===== src/design/tsp_pkg.sv =====
// Shared types and constants for the tag stream parser.
`default_nettype none
package tsp_pkg;

  localparam int COUNT_W = 7;
  localparam int OFFSET_OUT_W = 16;
  localparam int INDEX_W = 6;

  localparam logic [4:0] LOW5 = 5'h1F;
  localparam logic [COUNT_W-1:0] MAX_TAGS_RESET = 7'd64;

  localparam logic KIND_TAG = 1'b0;
  localparam logic KIND_SUMMARY = 1'b1;

  localparam int REG_MAX_TAGS = 0;

  localparam int QUEUE_DEPTH = 4;
  localparam int QPTR_W = 2;
  localparam int QCNT_W = 3;

  typedef struct packed {
    logic                    record_kind;
    logic [7:0]              tag_first;
    logic [7:0]              tag_second;
    logic                    two_byte_tag;
    logic [7:0]              value_length;
    logic [OFFSET_OUT_W-1:0] value_offset;
    logic [INDEX_W-1:0]      tag_index;
    logic [COUNT_W-1:0]      tag_total;
    logic                    cut_short;
    logic                    run_last;
  } record_t;

endpackage
`default_nettype wire


===== src/design/tsp_parse_core.sv =====
// Parse state machine that turns each byte into zero, one or two records.
`default_nettype none
module tsp_parse_core #(
  parameter int TAG_LIMIT = 64,
  parameter int OFFSET_BITS = 16
) (
  input  wire logic                          clk,
  input  wire logic                          rst,
  input  wire logic                          accept,
  input  wire logic [7:0]                    field_byte,
  input  wire logic                          field_end,
  input  wire logic [tsp_pkg::COUNT_W-1:0]   max_tags,
  output logic      [1:0]                    push_n,
  output tsp_pkg::record_t                   rec0,
  output tsp_pkg::record_t                   rec1
);

  localparam logic [1:0] PH_TAG1 = 2'd0;
  localparam logic [1:0] PH_TAG2 = 2'd1;
  localparam logic [1:0] PH_LEN  = 2'd2;
  localparam logic [1:0] PH_SKIP = 2'd3;

  localparam logic [tsp_pkg::COUNT_W-1:0] LIMIT_CAP = tsp_pkg::COUNT_W'(TAG_LIMIT);

  logic [1:0]                     parse_phase, parse_phase_next;
  logic [7:0]                     saved_tag_first, saved_tag_first_next;
  logic [7:0]                     saved_tag_second, saved_tag_second_next;
  logic                           saved_two_byte, saved_two_byte_next;
  logic [7:0]                     skip_remaining, skip_remaining_next;
  logic [OFFSET_BITS-1:0]         byte_position, byte_position_next;
  logic [tsp_pkg::COUNT_W-1:0]    records_found, records_found_next;

  logic [tsp_pkg::COUNT_W-1:0]    limit;
  logic [OFFSET_BITS-1:0]         pos_inc;
  logic [OFFSET_BITS+15:0]        pos_ext;
  logic [7:0]                     skip_dec;
  logic                           have_tag;
  tsp_pkg::record_t               tag_rec;
  tsp_pkg::record_t               sum_rec;

  assign limit   = (max_tags > LIMIT_CAP) ? LIMIT_CAP : max_tags;
  assign pos_inc = byte_position + 1'b1;
  assign pos_ext = {16'b0, pos_inc};
  assign skip_dec = (skip_remaining != 8'd0) ? skip_remaining - 8'd1 : skip_remaining;

  always_comb begin
    parse_phase_next      = parse_phase;
    saved_tag_first_next  = saved_tag_first;
    saved_tag_second_next = saved_tag_second;
    saved_two_byte_next   = saved_two_byte;
    skip_remaining_next   = skip_remaining;
    records_found_next    = records_found;
    byte_position_next    = pos_inc;
    have_tag              = 1'b0;
    tag_rec               = '0;
    sum_rec               = '0;

    case (parse_phase)
      PH_TAG1: begin
        if (records_found < limit) begin
          saved_tag_first_next  = field_byte;
          saved_tag_second_next = 8'd0;
          saved_two_byte_next   = (field_byte[4:0] == tsp_pkg::LOW5);
          parse_phase_next = (field_byte[4:0] == tsp_pkg::LOW5) ? PH_TAG2 : PH_LEN;
        end
      end
      PH_TAG2: begin
        saved_tag_second_next = field_byte;
        parse_phase_next      = PH_LEN;
      end
      PH_LEN: begin
        have_tag             = 1'b1;
        tag_rec.record_kind  = tsp_pkg::KIND_TAG;
        tag_rec.tag_first    = saved_tag_first;
        tag_rec.tag_second   = saved_tag_second;
        tag_rec.two_byte_tag = saved_two_byte;
        tag_rec.value_length = field_byte;
        tag_rec.value_offset = pos_ext[15:0];
        tag_rec.tag_index    = records_found[tsp_pkg::INDEX_W-1:0];
        records_found_next   = records_found + 1'b1;
        skip_remaining_next  = field_byte;
        parse_phase_next     = (field_byte == 8'd0) ? PH_TAG1 : PH_SKIP;
      end
      PH_SKIP: begin
        skip_remaining_next = skip_dec;
        if (skip_dec == 8'd0) begin
          parse_phase_next = PH_TAG1;
        end
      end
      default: begin
        parse_phase_next = PH_TAG1;
      end
    endcase

    sum_rec.record_kind = tsp_pkg::KIND_SUMMARY;
    sum_rec.tag_total   = records_found_next;
    sum_rec.cut_short   = (parse_phase_next != PH_TAG1);
    sum_rec.run_last    = 1'b1;

    if (have_tag) begin
      rec0          = tag_rec;
      rec0.run_last = !field_end;
      rec1          = sum_rec;
    end else begin
      rec0 = sum_rec;
      rec1 = '0;
    end
    push_n = {1'b0, have_tag} + {1'b0, field_end};

    if (field_end) begin
      parse_phase_next      = PH_TAG1;
      saved_tag_first_next  = 8'd0;
      saved_tag_second_next = 8'd0;
      saved_two_byte_next   = 1'b0;
      skip_remaining_next   = 8'd0;
      byte_position_next    = '0;
      records_found_next    = '0;
    end
  end

  always_ff @(posedge clk) begin
    if (rst) begin
      parse_phase      <= PH_TAG1;
      saved_tag_first  <= 8'd0;
      saved_tag_second <= 8'd0;
      saved_two_byte   <= 1'b0;
      skip_remaining   <= 8'd0;
      byte_position    <= '0;
      records_found    <= '0;
    end else if (accept) begin
      parse_phase      <= parse_phase_next;
      saved_tag_first  <= saved_tag_first_next;
      saved_tag_second <= saved_tag_second_next;
      saved_two_byte   <= saved_two_byte_next;
      skip_remaining   <= skip_remaining_next;
      byte_position    <= byte_position_next;
      records_found    <= records_found_next;
    end
  end

  a_restart_after_end: assert property (@(posedge clk) disable iff (rst)
    (accept && field_end) |=> (parse_phase == PH_TAG1 && records_found == '0
                               && byte_position == '0))
    else $error("Parser state not cleared after the final beat of a field.");

  a_records_capped: assert property (@(posedge clk) disable iff (rst)
    records_found <= LIMIT_CAP)
    else $error("Record count exceeds the tag limit.");

  a_skip_nonzero: assert property (@(posedge clk) disable iff (rst)
    (parse_phase == PH_SKIP) |-> (skip_remaining != 8'd0))
    else $error("Skip phase entered with nothing left to skip.");

endmodule
`default_nettype wire


===== src/design/tsp_out_queue.sv =====
// Output queue that takes up to two records per cycle and delivers one per cycle while out_ready is high.
`default_nettype none
module tsp_out_queue (
  input  wire logic             clk,
  input  wire logic             rst,
  input  wire logic [1:0]       push_n,
  input  wire tsp_pkg::record_t push0,
  input  wire tsp_pkg::record_t push1,
  output logic                  space,
  output logic                  out_valid,
  input  wire logic             out_ready,
  output tsp_pkg::record_t      head
);

  localparam logic [tsp_pkg::QCNT_W-1:0] ROOM =
    tsp_pkg::QCNT_W'(tsp_pkg::QUEUE_DEPTH - 2);

  tsp_pkg::record_t              entries [tsp_pkg::QUEUE_DEPTH];
  logic [tsp_pkg::QPTR_W-1:0]    wr_ptr, rd_ptr;
  logic [tsp_pkg::QPTR_W-1:0]    wr_ptr_b;
  logic [tsp_pkg::QCNT_W-1:0]    count, count_next;
  logic                          pop;

  assign space     = (count <= ROOM);
  assign out_valid = (count != '0);
  assign head      = entries[rd_ptr];
  assign pop       = out_valid && out_ready;
  assign wr_ptr_b  = wr_ptr + 1'b1;
  assign count_next = count + tsp_pkg::QCNT_W'(push_n) - tsp_pkg::QCNT_W'(pop);

  always_ff @(posedge clk) begin
    if (push_n != 2'd0) begin
      entries[wr_ptr] <= push0;
    end
    if (push_n == 2'd2) begin
      entries[wr_ptr_b] <= push1;
    end
  end

  always_ff @(posedge clk) begin
    if (rst) begin
      wr_ptr <= '0;
      rd_ptr <= '0;
      count  <= '0;
    end else begin
      wr_ptr <= wr_ptr + tsp_pkg::QPTR_W'(push_n);
      rd_ptr <= rd_ptr + tsp_pkg::QPTR_W'(pop);
      count  <= count_next;
    end
  end

  a_no_overflow: assert property (@(posedge clk) disable iff (rst)
    count <= tsp_pkg::QCNT_W'(tsp_pkg::QUEUE_DEPTH))
    else $error("Output queue holds more records than its depth.");

  a_push_has_room: assert property (@(posedge clk) disable iff (rst)
    (push_n != 2'd0) |-> space)
    else $error("Records pushed into a queue without room for two.");

  a_push_shows: assert property (@(posedge clk) disable iff (rst)
    (push_n != 2'd0) |=> out_valid)
    else $error("Pushed record not offered on the output.");

endmodule
`default_nettype wire


===== src/design/tlv_tag_stream_parser_unit.sv =====
// Top level of the tag stream parser: register port, parse core and output queue.
//
//   Channel   Signals                        Beat carries
//   input     in_valid / in_ready            field_byte, field_end
//   output    out_valid / out_ready          one tag record or field summary
//   config    psel/penable/pwrite/paddr      max_tags at address 0
//
// One byte is accepted per cycle while in_ready is high; with the queue empty its first
// record is on the output in the next cycle.
// A length byte that also ends a field gives two records; the queue absorbs
// the extra one, so with out_ready held high the input never stalls.
// in_ready is high while the four-entry output queue has room for two records, so it
// drops once three records wait. Reset is synchronous; it empties the queue, restarts
// parsing and sets max_tags to 64.
`default_nettype none
module tlv_tag_stream_parser_unit #(
  parameter int TAG_LIMIT = 64,
  parameter int OFFSET_BITS = 16
) (
  input  wire logic        clk,
  input  wire logic        rst,
  input  wire logic        in_valid,
  output logic             in_ready,
  input  wire logic [7:0]  field_byte,
  input  wire logic        field_end,
  output logic             out_valid,
  input  wire logic        out_ready,
  output logic             record_kind,
  output logic [7:0]       tag_first,
  output logic [7:0]       tag_second,
  output logic             two_byte_tag,
  output logic [7:0]       value_length,
  output logic [15:0]      value_offset,
  output logic [5:0]       tag_index,
  output logic [6:0]       tag_total,
  output logic             cut_short,
  output logic             run_last,
  input  wire logic        psel,
  input  wire logic        penable,
  input  wire logic        pwrite,
  input  wire logic [2:0]  paddr,
  input  wire logic [31:0] pwdata,
  output logic [31:0]      prdata,
  output logic             pready
);

  logic [tsp_pkg::COUNT_W-1:0] max_tags;
  logic                        reg_hit;
  logic                        accept;
  logic [1:0]                  push_n;
  tsp_pkg::record_t            rec0, rec1, head;

  assign pready  = 1'b1;
  assign reg_hit = (paddr[2] == 1'(tsp_pkg::REG_MAX_TAGS));
  assign prdata  = reg_hit ? {25'b0, max_tags} : 32'b0;

  always_ff @(posedge clk) begin
    if (rst) begin
      max_tags <= tsp_pkg::MAX_TAGS_RESET;
    end else if (psel && penable && pwrite && pready && reg_hit) begin
      max_tags <= pwdata[tsp_pkg::COUNT_W-1:0];
    end
  end

  assign accept = in_valid && in_ready;

  tsp_parse_core #(
    .TAG_LIMIT   (TAG_LIMIT),
    .OFFSET_BITS (OFFSET_BITS)
  ) u_core (
    .clk        (clk),
    .rst        (rst),
    .accept     (accept),
    .field_byte (field_byte),
    .field_end  (field_end),
    .max_tags   (max_tags),
    .push_n     (push_n),
    .rec0       (rec0),
    .rec1       (rec1)
  );

  tsp_out_queue u_queue (
    .clk       (clk),
    .rst       (rst),
    .push_n    (accept ? push_n : 2'd0),
    .push0     (rec0),
    .push1     (rec1),
    .space     (in_ready),
    .out_valid (out_valid),
    .out_ready (out_ready),
    .head      (head)
  );

  assign record_kind  = head.record_kind;
  assign tag_first    = head.tag_first;
  assign tag_second   = head.tag_second;
  assign two_byte_tag = head.two_byte_tag;
  assign value_length = head.value_length;
  assign value_offset = head.value_offset;
  assign tag_index    = head.tag_index;
  assign tag_total    = head.tag_total;
  assign cut_short    = head.cut_short;
  assign run_last     = head.run_last;

endmodule
`default_nettype wire


===== config.mk =====
export PLATFORM = sky130hd
export DESIGN_NAME = tlv_tag_stream_parser_unit
export DESIGN_NICKNAME = d
export VERILOG_FILES = /design/src/design/tsp_pkg.sv /design/src/design/tsp_parse_core.sv /design/src/design/tsp_out_queue.sv /design/src/design/tlv_tag_stream_parser_unit.sv
export SDC_FILE = /design/constraint.sdc
export NUM_CORES = 1
export LEC_CHECK = 0
export ABC_AREA = 1
export BUFFER_PORTS_ARGS = -buffer_cell sky130_fd_sc_hd__buf_4
export CORE_MARGIN = 2
export CORE_UTILIZATION = 49
export DETAILED_ROUTE_END_ITERATION = 16
export PLACE_DENSITY = 0.68
export SKIP_CTS_REPAIR_TIMING = 1
export SYNTH_ARGS = -nofsm -noshare
export SYNTH_HDL_FRONTEND = slang
export SYNTH_HIERARCHICAL = 1
export SYNTH_SLANG_ARGS = --single-unit

===== constraint.sdc =====
create_clock -name clk -period 8.9 [get_ports clk]
set_input_delay 0.89 -clock clk [delete_from_list [all_inputs] [get_ports clk]]
set_output_delay 0.89 -clock clk [all_outputs]
set_load 0.05 [all_outputs]

==> results.py <==
metrics = {
    "sta": {
        "max_freq_mhz": 249,
        "slew_viol_final": 0,
        "period_share_pct": 45.1,
        "period_needed_ns": 4.01,
        "tightestPinTransition_ns": 1.16,
        "tns_ns": 0,
        "hold_viol": 0,
        "fin_ws_ns": 4.89,
        "slew_headroom_pct": 22.8,
        "fin_worst_skew_ns": 0.0267,
        "setup_violations": 0,
        "rsz0062_at_grt": "false",
    },
    "layout": {
        "syn2layout_area_growth_pct": 9.29,
        "final_nets": 1958,
        "drive_gt1_share_pct": 10.5,
        "fillers": 2850,
        "num_antenna_cells": 0,
    },
    "route": {
        "dr.pass1.iters": 6,
        "vias": 12400,
        "drt-initial-drc-count": 1088,
        "vias_per_cell": 5.37,
        "drc": 0,
        "wl_per_cell_um": 16.4,
        "wirelength_um": 37900,
        "postRouteAntennaNets": 0,
    },
    "critical_path": {
        "crit_type": "flip-flop to flip-flop",
        "worstPathMaxFanout": 46,
        "cp-start-kind": "flip-flop",
        "critPathCaptureType": "flip-flop",
        "worstPathRequired_ns": 9.07,
        "arrival_ns": 4.19,
    },
    "yosys": {
        "synth_cells": 1860,
        "yosysSeqAreaShare_pct": 51.9,
        "ys_warn_count": 6,
        "synth_top_cell_by_area": "edfxtp_1",
        "ys_top_cells_by_area": "edfxtp_1 44%, nand2_1 8.8%, dfxtp_1 8.2%, o21ai_0 6.5%, nor2_1 5.7%",
        "ys_async_sr_fraction_pct": 0,
        "synthesis.area_sq_um": 15700,
        "yosysTopAreaCellShare_pct": 43.7,
        "yosysUniqueCellTypes": 43,
        "synth_edf_count": 228,
        "ys.flop_type": "edfxtp_1",
        "syn_area_per_cell_sq_um": 8.42,
        "ys_ff_latch": 292,
    },
    "cts": {
        "cts_buffer_depth": 3,
        "clkTransAtPathRegs_ns": 0.06,
        "clock_latency_ns": 0.56,
        "clock-sinks": 292,
        "htree_levels": 1,
        "root_buffer": "clkbuf_16",
        "numCtsBuffers": 31,
        "cts_tree": "built",
    },
    "global_route": {
        "grt.total_usage_pct": 22.9,
        "grt_pass1_vias": 11800,
        "antenna_found_initial": 0,
        "grt_first_pass_wirelength_um": 60800,
        "grt_max_degree": 115,
        "grt-ovfl-total": 0,
    },
    "power": {
        "p_total_mw": 4.38,
        "vdd_drop_max_v": 0.000158,
        "clock_power_share_pct": 27.5,
        "p_sw_mw": 1.70,
        "total_leakage_power_nw": 6.20,
        "swShare_pct": 38.9,
        "p_int_mw": 2.67,
        "seq_power_share_pct": 37.9,
        "p_per_area_nw_per_um2": 256,
        "comb_power_share_pct": 34.6,
    },
    "die": {
        "ios": 143,
        "row_count": 65,
        "core_sq_um": 31500,
        "die_w_um": 183,
        "initial_core_util_pct": 49.7,
        "fp.dieH_um": 183,
        "dieArea_sq_um": 33400,
    },
    "placement": {
        "gp_congestion": 0.818,
        "port_buffers": 89,
        "hpwlAfterDp_um": 22700,
        "pre_cts_ws_ns": 4.62,
    },
    "worst_hold_path": {
        "hold_class": "flip-flop to flip-flop",
    },
    "outcome": {
        "status": "complete, no violations",
    },
    "job": {
        "max_cap_violations": 0,
    },
}
==> Yosys cell counts (all sizes together), types with 3 or more instances <==
| cell type | count |
|---|---|
| xnor2 | 3 |
| nor4 | 3 |
| clkbuf | 58 |
| inv | 170 |
| conb | 3 |
| xor2 | 10 |
| nand4 | 13 |
| nor2 | 255 |
| dfxtp | 64 |
| or2 | 6 |
| o21ai | 369 |
| ha | 18 |
| buf | 121 |
| nand3 | 32 |
| o22ai | 61 |
| o211ai | 11 |
| a21oi | 52 |
| nand2 | 371 |
| nor3 | 6 |
| edfxtp | 228 |
==> routing by layer <==
metal	vias up	track usage (%)	routed length, um
met3	69	3.36	2870
met5	-	0	0
met4	0	6.45	778
met1	5775	30.1	16100
li1	6167	-	-
met2	419	39.7	18100
==> layout make-up <==
| cell class | instances | area [sq um] | area share, % |
|---|---|---|---|
| flip-flops and latches | 292 | 8130 | 47.5 |
| multi-input cells | 1288 | 6110 | 35.7 |
| clock buffers | 45 | 858 | 5.02 |
| repair buffers | 104 | 781 | 4.56 |
| inverters | 171 | 643 | 3.76 |
| well taps | 402 | 503 | 2.94 |
| clock inverters | 13 | 82.6 | 0.483 |
==> power groups by stage <==
stage | logic (mW) | registers, mW | clock network [mW]
after floorplan | 1.12 | 1.66 | 0
after global placement | 1.50 | 1.68 | 0
after detailed placement | 1.51 | 1.69 | 0
after CTS | 1.52 | 1.66 | 1.21
after global routing | 1.62 | 1.67 | 1.27
final | 1.52 | 1.66 | 1.20
==> registers in the layout, indices dropped and copies added, names as in the netlist, 2 cells and up <==
signal and flops:
u_queue/count 3, u_core/parse_phase 2, u_core/skip_remaining 8, u_queue/rd_ptr 2, u_core/saved_tag_second 8, u_core/saved_tag_first 8
u_core/records_found 7, u_core/byte_position 16, u_queue/entries 228, u_queue/wr_ptr 2, max_tags 7
==> cells by family (layout without fill, tap and decap cells) <==
kind of cell | after synthesis | after routing | synth area share [%]
other | 3 | 73 | 0.0719
and+or+nand+nor | 687 | 687 | 18.0
DFF | 292 | 292 | 51.9
adders and majority gates | 19 | 19 | 1.57
AOI/OAI and AO/OA | 496 | 496 | 16.7
xor gates and xnor gates | 13 | 13 | 0.727
buffers and inverters | 350 | 333 | 11.0
==> cells in the final DEF, fill, tap and decap left out, types with 9 or more instances in the layout <==
master     netlist  routed
o21ai_1        165     165
clkbuf_16        0      31
dfxtp_1         64      62
conb_1           3      73
nor2_2           9       9
clkbuf_1        57      11
inv_2           14      15
nand2_1        365     362
a21oi_1         51      51
nor2_1         239     239
o211ai_1        10      10
o22ai_1         61      61
edfxtp_1       228     228
nand3_1         28      28
buf_4           83     104
clkinv_1         0       9
inv_1          156     155
ha_1            18      18
nand4_1         13      13
o21ai_0        203     203
xor2_1          10      10
==> worst max-delay path, cell delays in order (launching register included) <==
cell and delay (ns):
dfxtp_1 0.39, inv_2 0.08, nor2_4 0.46, ha_1 0.26, inv_1 0.04, nor2_1 0.22, inv_2 0.09, nor2_4 0.23
nand3_4 0.49, nand2_2 0.69, buf_4 0.67
==> stage by stage <==
step	hold slack, ns	area, sq um	instances	util, %
2_1_floorplan	0.430	15900	1930	-
3_3_place_gp	0.444	16200	2257	51.4
3_5_place_dp	0.450	16200	2257	51.4
4_1_cts	0.459	17100	2315	54.4
5_1_grt	0.483	17100	2315	54.4
6_report	0.461	17100	2315	54.4
==> final timing paths <==
check,cells past startpoint,slack [ns],end,startpoint
setup / recovery,10,4.89,u_queue/entries[0][35],u_core/parse_phase[1]
setup reg to reg,10,4.89,u_queue/entries[0][35],u_core/parse_phase[1]
hold / removal,2,0.46,u_core/saved_tag_first[6],u_core/saved_tag_first[6]
hold reg to reg,2,0.46,u_core/saved_tag_first[6],u_core/saved_tag_first[6]
(Power assumes the default switching activity.)
